## src/sv/rbr_pkg.sv

```systemverilog
// shared types and constants for the rollback bit reader
package rbr_pkg;

  localparam int BUF_BYTES_DEF = 64;
  localparam int MAX_READ      = 64;
  localparam int ACC_BYTES     = 9;

  typedef enum logic [1:0] {
    REQ_PUSH     = 2'd0,
    REQ_READ     = 2'd1,
    REQ_ALIGN    = 2'd2,
    REQ_ROLLBACK = 2'd3
  } req_code_t;

  typedef enum logic [2:0] {
    ST_IDLE,
    ST_EXEC,
    ST_READ,
    ST_FIN,
    ST_OUT
  } rbr_state_t;

  typedef struct packed {
    logic [1:0] req_type;
    logic [7:0] byte_in;
    logic [6:0] read_width;
    logic       sign_extend;
    logic [9:0] rollback_amount;
  } rbr_req_t;

  typedef struct packed {
    logic [63:0] read_value;
    logic [9:0]  bits_done;
    logic        push_accepted;
    logic [31:0] total_bits;
  } rbr_res_t;

endpackage

```

## src/sv/rbr_ring.sv

```systemverilog
// byte ring memory, one write and one registered read port
module rbr_ring #(
  parameter int BUF_BYTES = rbr_pkg::BUF_BYTES_DEF,
  parameter int AW        = $clog2(rbr_pkg::BUF_BYTES_DEF)
) (
  input  logic          clk,
  input  logic          wr_en,
  input  logic [AW-1:0] wr_addr,
  input  logic [7:0]    wr_data,
  input  logic          rd_en,
  input  logic [AW-1:0] rd_addr,
  output logic [7:0]    rd_data
);

  logic [7:0] mem [BUF_BYTES];
  logic [7:0] rd_data_r;

  always_ff @(posedge clk) begin
    if (wr_en) begin
      mem[wr_addr] <= wr_data;
    end
    if (rd_en) begin
      rd_data_r <= mem[rd_addr];
    end
  end

  assign rd_data = rd_data_r;

endmodule

```

## src/sv/rbr_ctrl.sv

```systemverilog
// request sequencer: ring pointers, byte fetch loop and result assembly
module rbr_ctrl #(
  parameter int BUF_BYTES = rbr_pkg::BUF_BYTES_DEF,
  parameter int AW        = $clog2(rbr_pkg::BUF_BYTES_DEF)
) (
  input  logic              clk,
  input  logic              rst_n,
  input  logic              in_valid,
  output logic              in_stall,
  input  rbr_pkg::rbr_req_t req,
  output logic              res_valid,
  input  logic              res_take,
  output rbr_pkg::rbr_res_t res,
  output logic              mem_wr_en,
  output logic [AW-1:0]     mem_wr_addr,
  output logic [7:0]        mem_wr_data,
  output logic              mem_rd_en,
  output logic [AW-1:0]     mem_rd_addr,
  input  logic [7:0]        mem_rd_data
);

  import rbr_pkg::*;

  localparam int RB = BUF_BYTES * 8;
  localparam int PW = $clog2(RB);
  localparam int UW = $clog2(RB + 1);
  localparam int CW = $clog2(BUF_BYTES + 1);
  localparam int SW = ((UW > 10) ? UW : 10) + 1;
  localparam int ABITS = ACC_BYTES * 8;

  rbr_state_t state_r, state_nxt;
  rbr_req_t   req_r, req_nxt;

  logic [PW-1:0] rp_r, rp_nxt;
  logic [AW-1:0] fill_r, fill_nxt;
  logic [UW-1:0] unread_r, unread_nxt;
  logic [31:0]   total_r, total_nxt;
  logic [CW-1:0] wcnt_r, wcnt_nxt;

  logic [6:0]    got_r, got_nxt;
  logic [2:0]    shift_r, shift_nxt;
  logic [3:0]    nbytes_r, nbytes_nxt;
  logic [3:0]    iss_cnt_r, iss_cnt_nxt;
  logic [3:0]    col_cnt_r, col_cnt_nxt;
  logic [AW-1:0] raddr_r, raddr_nxt;
  logic          pend_r, pend_nxt;
  logic          pend_ok_r, pend_ok_nxt;
  logic          sext_r, sext_nxt;
  logic [ABITS-1:0] acc_r, acc_nxt;

  logic [63:0] res_value_r, res_value_nxt;
  logic [9:0]  res_done_r, res_done_nxt;
  logic        res_acc_r, res_acc_nxt;

  // request arithmetic
  logic [6:0]    want;
  logic [UW-1:0] got_u;
  logic [6:0]    got;
  logic [7:0]    span;
  logic [2:0]    skip3;
  logic [UW-1:0] skip_u;
  logic [6:0]    adv;
  logic [PW:0]   rp_sum;
  logic [PW:0]   rp_fwd;
  logic [SW-1:0] amt;
  logic [SW-1:0] room;
  logic [SW-1:0] amt_c;
  logic [SW-1:0] rp_back;
  logic          push_ok;
  logic [AW-1:0] fill_inc;
  logic [AW-1:0] raddr_inc;

  // final formatting of a read
  logic [ABITS-1:0] acc_sh;
  logic [63:0]      rmask;
  logic [63:0]      rval;
  logic [5:0]       sbit;

  always_comb begin
    want   = (req_r.read_width > 7'(MAX_READ)) ? 7'(MAX_READ) : req_r.read_width;
    got_u  = (UW'(want) < unread_r) ? UW'(want) : unread_r;
    got    = got_u[6:0];
    span   = {5'd0, rp_r[2:0]} + {1'b0, got} + 8'd7;
    skip3  = 3'd0 - rp_r[2:0];
    skip_u = (UW'(skip3) > unread_r) ? unread_r : UW'(skip3);
    adv    = (req_r.req_type == REQ_READ) ? got : {4'd0, skip_u[2:0]};
    rp_sum = (PW+1)'(rp_r) + (PW+1)'(adv);
    rp_fwd = (rp_sum >= (PW+1)'(RB)) ? (rp_sum - (PW+1)'(RB)) : rp_sum;
    amt    = SW'(req_r.rollback_amount);
    room   = SW'(RB) - SW'(unread_r);
    amt_c  = (amt > room) ? room : amt;
    rp_back = (amt_c > SW'(rp_r)) ? (SW'(rp_r) + SW'(RB) - amt_c) : (SW'(rp_r) - amt_c);
    push_ok = ((UW+1)'(unread_r) + (UW+1)'(8)) <= (UW+1)'(RB);
    fill_inc  = (fill_r == AW'(BUF_BYTES - 1)) ? '0 : (fill_r + 1'b1);
    raddr_inc = (raddr_r == AW'(BUF_BYTES - 1)) ? '0 : (raddr_r + 1'b1);

    acc_sh = acc_r >> shift_r;
    rmask  = got_r[6] ? '1 : ((64'd1 << got_r[5:0]) - 64'd1);
    sbit   = got_r[5:0] - 6'd1;
    rval   = acc_sh[63:0] & rmask;
    if (sext_r && (got_r != 7'd0) && !got_r[6] && rval[sbit]) begin
      rval = rval | ~rmask;
    end
  end

  // next state
  always_comb begin
    state_nxt = state_r;
    case (state_r)
      ST_IDLE: begin
        if (in_valid) state_nxt = ST_EXEC;
      end
      ST_EXEC: begin
        if ((req_r.req_type == REQ_READ) && (got != 7'd0)) state_nxt = ST_READ;
        else state_nxt = ST_OUT;
      end
      ST_READ: begin
        if (pend_r && (col_cnt_r == (nbytes_r - 4'd1))) state_nxt = ST_FIN;
      end
      ST_FIN: begin
        state_nxt = ST_OUT;
      end
      ST_OUT: begin
        if (res_take) state_nxt = ST_IDLE;
      end
      default: begin
        state_nxt = ST_IDLE;
      end
    endcase
  end

  // datapath and outputs
  always_comb begin
    req_nxt       = req_r;
    rp_nxt        = rp_r;
    fill_nxt      = fill_r;
    unread_nxt    = unread_r;
    total_nxt     = total_r;
    wcnt_nxt      = wcnt_r;
    got_nxt       = got_r;
    shift_nxt     = shift_r;
    nbytes_nxt    = nbytes_r;
    iss_cnt_nxt   = iss_cnt_r;
    col_cnt_nxt   = col_cnt_r;
    raddr_nxt     = raddr_r;
    sext_nxt      = sext_r;
    acc_nxt       = acc_r;
    res_value_nxt = res_value_r;
    res_done_nxt  = res_done_r;
    res_acc_nxt   = res_acc_r;
    mem_wr_en     = 1'b0;
    mem_wr_addr   = fill_r;
    mem_wr_data   = req_r.byte_in;
    mem_rd_en     = 1'b0;
    mem_rd_addr   = raddr_r;
    in_stall      = (state_r != ST_IDLE);
    res_valid     = (state_r == ST_OUT);

    case (state_r)
      ST_IDLE: begin
        if (in_valid) req_nxt = req;
      end
      ST_EXEC: begin
        res_value_nxt = '0;
        res_done_nxt  = '0;
        res_acc_nxt   = 1'b0;
        case (req_code_t'(req_r.req_type))
          REQ_PUSH: begin
            if (push_ok) begin
              mem_wr_en   = 1'b1;
              fill_nxt    = fill_inc;
              unread_nxt  = unread_r + UW'(8);
              wcnt_nxt    = (wcnt_r == CW'(BUF_BYTES)) ? wcnt_r : (wcnt_r + 1'b1);
              res_acc_nxt = 1'b1;
            end
          end
          REQ_READ: begin
            rp_nxt       = rp_fwd[PW-1:0];
            unread_nxt   = unread_r - UW'(got);
            total_nxt    = total_r + 32'(got);
            res_done_nxt = 10'(got);
            got_nxt      = got;
            shift_nxt    = rp_r[2:0];
            nbytes_nxt   = span[6:3];
            sext_nxt     = req_r.sign_extend;
            raddr_nxt    = rp_r[PW-1:3];
            iss_cnt_nxt  = '0;
            col_cnt_nxt  = '0;
          end
          REQ_ALIGN: begin
            rp_nxt       = rp_fwd[PW-1:0];
            unread_nxt   = unread_r - skip_u;
            total_nxt    = total_r + 32'(skip_u[2:0]);
            res_done_nxt = 10'(skip_u[2:0]);
          end
          REQ_ROLLBACK: begin
            rp_nxt       = rp_back[PW-1:0];
            unread_nxt   = unread_r + amt_c[UW-1:0];
            total_nxt    = total_r - 32'(amt_c);
            res_done_nxt = amt_c[9:0];
          end
          default: begin
            res_acc_nxt = 1'b0;
          end
        endcase
      end
      ST_READ: begin
        if (iss_cnt_r < nbytes_r) begin
          mem_rd_en   = 1'b1;
          iss_cnt_nxt = iss_cnt_r + 4'd1;
          raddr_nxt   = raddr_inc;
        end
        if (pend_r) begin
          // bytes never written since reset read as zero
          acc_nxt[col_cnt_r*8 +: 8] = pend_ok_r ? mem_rd_data : 8'd0;
          col_cnt_nxt = col_cnt_r + 4'd1;
        end
      end
      ST_FIN: begin
        res_value_nxt = rval;
      end
      ST_OUT: begin
        res_valid = 1'b1;
      end
      default: begin
        res_valid = 1'b0;
      end
    endcase

    pend_nxt    = mem_rd_en;
    pend_ok_nxt = (CW'(raddr_r) < wcnt_r);
  end

  always_ff @(posedge clk) begin
    if (!rst_n) begin
      state_r  <= ST_IDLE;
      rp_r     <= '0;
      fill_r   <= '0;
      unread_r <= '0;
      total_r  <= '0;
      wcnt_r   <= '0;
      pend_r   <= 1'b0;
    end else begin
      state_r  <= state_nxt;
      rp_r     <= rp_nxt;
      fill_r   <= fill_nxt;
      unread_r <= unread_nxt;
      total_r  <= total_nxt;
      wcnt_r   <= wcnt_nxt;
      pend_r   <= pend_nxt;
    end
  end

  always_ff @(posedge clk) begin
    req_r       <= req_nxt;
    got_r       <= got_nxt;
    shift_r     <= shift_nxt;
    nbytes_r    <= nbytes_nxt;
    iss_cnt_r   <= iss_cnt_nxt;
    col_cnt_r   <= col_cnt_nxt;
    raddr_r     <= raddr_nxt;
    pend_ok_r   <= pend_ok_nxt;
    sext_r      <= sext_nxt;
    acc_r       <= acc_nxt;
    res_value_r <= res_value_nxt;
    res_done_r  <= res_done_nxt;
    res_acc_r   <= res_acc_nxt;
  end

  assign res.read_value    = res_value_r;
  assign res.bits_done     = res_done_r;
  assign res.push_accepted = res_acc_r;
  assign res.total_bits    = total_r;

  a_unread_bound: assert property (@(posedge clk) disable iff (!rst_n)
    unread_r <= UW'(RB))
    else $error("unread count beyond ring size");

  a_fill_align: assert property (@(posedge clk) disable iff (!rst_n)
    (rp_r[2:0] + unread_r[2:0]) == 3'd0)
    else $error("read position and unread count disagree with byte fill");

  a_wcnt_bound: assert property (@(posedge clk) disable iff (!rst_n)
    wcnt_r <= CW'(BUF_BYTES))
    else $error("written byte count beyond ring size");

  a_collect_bound: assert property (@(posedge clk) disable iff (!rst_n)
    (state_r == ST_READ) |-> ((col_cnt_r < nbytes_r) && (nbytes_r <= 4'(ACC_BYTES))))
    else $error("fetch loop collected more bytes than the read spans");

  a_push_refused: assert property (@(posedge clk) disable iff (!rst_n)
    ((state_r == ST_EXEC) && (req_r.req_type == REQ_PUSH) && !push_ok)
      |=> ((unread_r == $past(unread_r)) && !res_acc_r))
    else $error("refused push changed the ring");

endmodule

```

## src/sv/bitstream_reader_with_rollback_top.sv

```systemverilog
// top level: LSB-first bit reader over a byte ring with rollback
// sequence: a request is registered in IDLE and executed in EXEC; a read that gets bits also
//   fetches the n = 1..9 ring bytes the bits span in READ and formats them in FIN
// requests: one at a time; the result waits in OUT until the output register takes it,
//   and only then is the next request taken
// reset: rst_n synchronous active low clears pointers, counts and the sequencer;
//   no clearing pass, a written-byte count makes bytes never written read as zero
module bitstream_reader_with_rollback_top #(
  parameter int BUF_BYTES = rbr_pkg::BUF_BYTES_DEF
) (
  input  logic        clk,
  input  logic        rst_n,
  // request channel
  input  logic        in_valid,
  output logic        in_stall,
  input  logic [1:0]  in_req_type,
  input  logic [7:0]  in_byte_in,
  input  logic [6:0]  in_read_width,
  input  logic        in_sign_extend,
  input  logic [9:0]  in_rollback_amount,
  // result channel
  output logic        out_valid,
  input  logic        out_stall,
  output logic [63:0] out_read_value,
  output logic [9:0]  out_bits_done,
  output logic        out_push_accepted,
  output logic [31:0] out_total_bits
);

  import rbr_pkg::*;

  localparam int AW = $clog2(BUF_BYTES);

  // request bundled for the sequencer
  rbr_req_t req;
  rbr_res_t res;
  logic     res_valid;
  logic     res_take;

  // ring memory port
  logic          mem_wr_en;
  logic [AW-1:0] mem_wr_addr;
  logic [7:0]    mem_wr_data;
  logic          mem_rd_en;
  logic [AW-1:0] mem_rd_addr;
  logic [7:0]    mem_rd_data;

  // output register, parts the sequencer from the result stall
  logic     out_valid_r, out_valid_nxt;
  rbr_res_t out_res_r, out_res_nxt;

  assign req.req_type        = in_req_type;
  assign req.byte_in         = in_byte_in;
  assign req.read_width      = in_read_width;
  assign req.sign_extend     = in_sign_extend;
  assign req.rollback_amount = in_rollback_amount;

  rbr_ring #(
    .BUF_BYTES (BUF_BYTES),
    .AW        (AW)
  ) u_ring (
    .clk     (clk),
    .wr_en   (mem_wr_en),
    .wr_addr (mem_wr_addr),
    .wr_data (mem_wr_data),
    .rd_en   (mem_rd_en),
    .rd_addr (mem_rd_addr),
    .rd_data (mem_rd_data)
  );

  rbr_ctrl #(
    .BUF_BYTES (BUF_BYTES),
    .AW        (AW)
  ) u_ctrl (
    .clk         (clk),
    .rst_n       (rst_n),
    .in_valid    (in_valid),
    .in_stall    (in_stall),
    .req         (req),
    .res_valid   (res_valid),
    .res_take    (res_take),
    .res         (res),
    .mem_wr_en   (mem_wr_en),
    .mem_wr_addr (mem_wr_addr),
    .mem_wr_data (mem_wr_data),
    .mem_rd_en   (mem_rd_en),
    .mem_rd_addr (mem_rd_addr),
    .mem_rd_data (mem_rd_data)
  );

  // the register takes a new result when empty or being drained this cycle
  assign res_take = !out_valid_r || !out_stall;

  always_comb begin
    out_valid_nxt = out_valid_r;
    out_res_nxt   = out_res_r;
    if (res_take) begin
      out_valid_nxt = res_valid;
      if (res_valid) out_res_nxt = res;
    end
  end

  always_ff @(posedge clk) begin
    if (!rst_n) begin
      out_valid_r <= 1'b0;
    end else begin
      out_valid_r <= out_valid_nxt;
    end
  end

  always_ff @(posedge clk) begin
    out_res_r <= out_res_nxt;
  end

  assign out_valid         = out_valid_r;
  assign out_read_value    = out_res_r.read_value;
  assign out_bits_done     = out_res_r.bits_done;
  assign out_push_accepted = out_res_r.push_accepted;
  assign out_total_bits    = out_res_r.total_bits;

endmodule

```

## config.mk

```make
export PLATFORM = sky130hd
export DESIGN_NAME = bitstream_reader_with_rollback_top
export DESIGN_NICKNAME = d
export VERILOG_FILES = /design/src/sv/rbr_pkg.sv /design/src/sv/rbr_ring.sv /design/src/sv/rbr_ctrl.sv /design/src/sv/bitstream_reader_with_rollback_top.sv
export SDC_FILE = /design/constraint.sdc
export NUM_CORES = 2
export LEC_CHECK = 0
export BUFFER_PORTS_ARGS = -buffer_cell sky130_fd_sc_hd__buf_4
export CELL_PAD_IN_SITES_DETAIL_PLACEMENT = 2
export CELL_PAD_IN_SITES_GLOBAL_PLACEMENT = 2
export CORE_ASPECT_RATIO = 2
export CORE_MARGIN = 2
export CORE_UTILIZATION = 46
export CTS_BUF_LIST = sky130_fd_sc_hd__clkbuf_4
export DETAILED_ROUTE_END_ITERATION = 6
export HOLD_SLACK_MARGIN = 0.12
export PLACE_DENSITY = 0.81
export SLEW_MARGIN = 20
export SYNTH_ARGS = -nofsm -noshare
export SYNTH_HDL_FRONTEND = slang
export SYNTH_SLANG_ARGS = --single-unit
```

## constraint.sdc

```tcl
create_clock -name clk -period 8.6 [get_ports clk]
set_input_delay 0.43 -clock clk [delete_from_list [all_inputs] [get_ports clk]]
set_output_delay 0.43 -clock clk [all_outputs]
set_load 0.1 [all_outputs]
```

==> run summary <==
The maximum fanout count along the critical path came out at 15. For flop-to-flop paths, the worst setup slack is 0.82 ns. By area the synthesized netlist is led by edfxtp_1, mux4_2, dfxtp_1. The logs give 0.983 ns for the setup slack after placement and 0.816 ns for the least setup slack across all paths after layout. The tool flagged a number of max-cap violations equal to 0. Worst hold-check path type: in2reg. The fraction of registers with async set/reset came out at 0. Internal power comes to 0.00720 W. For the sequential fraction of design power, the log shows 0.473.

In this run the remaining antenna-violating nets after routing total 0. The cell at the root of the clock tree is clkbuf_4. The first detailed-routing pass took 5 iterations. Post-route clock skew: 0.136 ns.

The cell seen most often among critical-path stages is o21a_1. In this run the power spent charging and discharging nets is 0.00328 W. The largest single stage delay on the critical path is 0.91 ns. The final HPWL from detailed placement was 116000 um.

The number of antenna violations at the first check in global routing was 5; the number of enable flip-flop cells after synthesis was 830. During synthesis, Yosys emitted a total of 0 warnings. The measured slew at the worst slew-check pin came out at 1.14 ns. The power density over cell area is 209 nW/um^2. Buffers inserted during clock tree synthesis total 201. Post-CTS timing repair inserted 0 buffers for setup. The core region is 96100 um^2. The via count of the first global-routing pass was 35500; the gate count after technology mapping was 3341. STA puts the critical path data required time at 9.74 ns.

In this run, the number of DRC markers left after iteration 0 of detailed routing was 2498. Beginning of the worst register-to-register path: u_ctrl.unread_r[0]. The maximum clock insertion buffer count was 3; the post-synthesis area per instance was 13.3 um^2. The effective utilization at floorplan was 0.463; the largest net degree at the start of global routing was 92.

The total die area is 99400 um^2, and the final total negative setup slack is 0 ns. In the final design database the tool counted 3755 nets. The number of top-level design ports is 141. The die is 224 um wide. The minimum hold slack was 0.189 ns. The tools report the combinational group share of total power as 0.177.

The largest total area in the synthesized netlist belongs to edfxtp_1. The tools report the total count of max-transition violations in the final report as 0. The final core utilization was 0.522. The run gives 161 as the number of cell rows. The first global-routing pass estimated 247000 um of wire. For the maximum ir drop on the vdd rail, the log shows 228 uV. The logs give 0 for the count of final hold-check violations and 0.237 for the remaining max-slew budget at the tightest pin. The run gives 0.345 as the global-route usage over all layers.

The count of unresolved DRC violations after routing was 0. The distinct cell type count of the synthesized netlist is 96. Final-report setup violation count: 0. The share of cells above drive strength 1 was 0.215; the clock share of power was 0.350.

Setup repair after global routing left no endpoint under its margin. The tools report the total number of vias as 32000. Critical setup path kind: reg2reg. The switching part of the total is 0.313, and the part of the Yosys area used for sequential elements is 0.591. The design draws 0.0105 W. The depth of the worst hold-timing path is 4, and the detailed-route wire length is 173000 um.

Summed over all cells, the static leakage comes to 17.6 nW. The worst setup path is captured at a flop. The logs give 44500 um^2 for the cell area after synthesis and 8.93 ns for the arrival time reported for the critical path endpoint.

Subtracting the final worst setup slack from the clock period gives 7.78 ns. The number of cells on the worst reg-to-reg path is 30. The dominant synthesized flop cell was edfxtp_1. Die height: 444 um. After synthesis, the most frequently instantiated cells are edfxtp_1, nor2_1, nand2_1, mux4_2, a21oi_1.

Using the TritonRoute via totals, the vias-per-cell ratio works out to 6.39. The fraction of synthesized cell area taken by the top area cell type is 0.560, and the global placer's final weighted congestion is 1.01. TritonCTS built the clock tree.

The flow ran to the end, and the final reports show no timing, DRC or antenna violations. In the final routed layout, each cell accounts on average for 34.4 um. The tools report the number of nets produced by synthesis as 3484. The most frequent cell after synthesis was edfxtp_1.

During placement, the flow inserted port buffers numbering 140. The run gives 0 as the post-cts repair resize count. Timing would allow up to 128 MHz. The end of the worst register-to-register path is u_ctrl.total_r[29]. The worst hold path begins at out_stall.

After filler insertion, the fill cell instance count of the layout stands at 8974. STA classifies the critical path startpoint as a flop. Among all stages on the critical path, the largest delay is contributed by a2111oi_0. Clock-pin slew was measured on the worst setup and hold paths at 0.08 ns. Deepest level of the CTS H-tree: 4. CTS saw 900 sinks. For hold timing, the worst endpoint is out_valid. The worst path buffer plus inverter count was 4; the share of the clock period used by the worst path was 0.905. For the worst-skew pair, the clock arrives at the later sink with an insertion delay of 1.28 ns.

After global routing the overflow that remains totals 0. Relative to the synthesized area, the layout overhead comes to 12.7%. After synthesis the netlist holds a flip-flop and latch count of 900. The cell family contributing the most delay on the critical path is compound AO/OA/AOI/OAI gates.
-- area by class of cell --
cell class / instances / area, um^2 / area share
diodes: 14 / 35.0 / 0.000698
clock buffers: 271 / 2030 / 0.0406
clock inverters: 95 / 592 / 0.0118
inverters: 90 / 338 / 0.00673
multi-input cells: 2148 / 17100 / 0.340
flip-flops and latches: 900 / 26300 / 0.525
well taps: 1222 / 1530 / 0.0305
repair buffers: 271 / 2230 / 0.0445
-- sequential cells by signal (all words and copies together) (netlist names), 8 cells and up --
| signal | cells |
|---|---|
| out_bits_done | 10 |
| out_read_value | 64 |
| out_total_bits | 32 |
| u_ctrl.acc_r | 71 |
| u_ctrl.amt | 10 |
| u_ctrl.mem_wr_data | 8 |
| u_ctrl.req_r | 10 |
| u_ctrl.res_done_r | 10 |
| u_ctrl.res_value_r | 64 |
| u_ctrl.rp_r | 9 |
| u_ctrl.total_r | 32 |
| u_ctrl.unread_r | 10 |
| u_ring.mem | 512 |
| u_ring.rd_data | 8 |
-- cell usage in the layout, fill, tap and decap left out, drive strengths merged, types with 70 or more instances in the layout --
cell type / Yosys / layout
nor3: 120 / 120
inv: 88 / 92
mux4: 209 / 209
a21oi: 164 / 164
clkinv: 2 / 86
nor2: 332 / 332
dfxtp: 70 / 70
clkbuf: 140 / 271
edfxtp: 830 / 830
xnor2: 72 / 72
nand2: 284 / 284
ha: 107 / 107
o21ai: 102 / 102
buf: 63 / 211
-- power groups by stage --
stage | registers, W | clock network, W | logic [W]
finish | 0.00496 | 0.00366 | 0.00186
floorplan | 0.00514 | 0 | 0.00110
detailed placement | 0.00505 | 0 | 0.00180
global route | 0.00496 | 0.00387 | 0.00200
CTS | 0.00495 | 0.00367 | 0.00184
global placement | 0.00505 | 0 | 0.00171
-- layer usage --
layer / GRT usage / wire (um)
met1: 0.350 / 57200
met2: 0.641 / 93700
met3: 0.0579 / 8210
met4: 0.235 / 13400
met5: 0 / 15
-- metrics by stage --
step / cells / instance area [um^2]
floorplan: 3341 / 44500
global placement: 4569 / 46800
detailed placement: 4569 / 46800
CTS: 4995 / 50100
global route: 5007 / 50200
finish: 5011 / 50200
-- worst register-to-register path, delay by kind of cell (launching register included) --
family / cells / cell delay (ns)
fa+ha+maj: 3 / 0.75
buf+inv: 4 / 0.60
flops: 1 / 0.58
compound gates: 16 / 4.02
mux: 2 / 0.84
simple gates: 4 / 0.79
xor+xnor: 1 / 0.10
-- cell families (layout without fill, tap and decap cells) --
logic type / Yosys count / after routing / synth area share
AOI/OAI and AO/OA: 598 / 598 / 0.0940
buffers and inverters: 293 / 727 / 0.0263
and+or+nand+nor: 1036 / 1036 / 0.109
muxes: 297 / 297 / 0.126
other: 0 / 14 / 0
DFF: 900 / 900 / 0.591
adders and majority gates: 114 / 114 / 0.0325
xor gates and xnor gates: 103 / 103 / 0.0203
-- worst max-delay path by stage --
| stage | startpoint | endpoint | slack (ns) | cells past startpoint |
|---|---|---|---|---|
| floorplan | u_ctrl.unread_r[0] | u_ctrl.total_r[30] | 2.06 | 32 |
| global placement | u_ctrl.unread_r[0] | u_ctrl.total_r[29] | 1.28 | 30 |
| detailed placement | u_ctrl.unread_r[0] | u_ctrl.total_r[31] | 0.98 | 30 |
| CTS | u_ctrl.unread_r[0] | u_ctrl.total_r[29] | 0.90 | 30 |
| global route | u_ctrl.unread_r[0] | u_ctrl.total_r[29] | 0.32 | 30 |
| finish | u_ctrl.unread_r[0] | u_ctrl.total_r[29] | 0.82 | 30 |
-- repair_timing --
action | CTS | global route
endpoints found under the setup margin | 0 | 0
hold buffers | 60 | 0
endpoints found under the hold margin | 122 | 0
(Power assumes the default switching activity.)
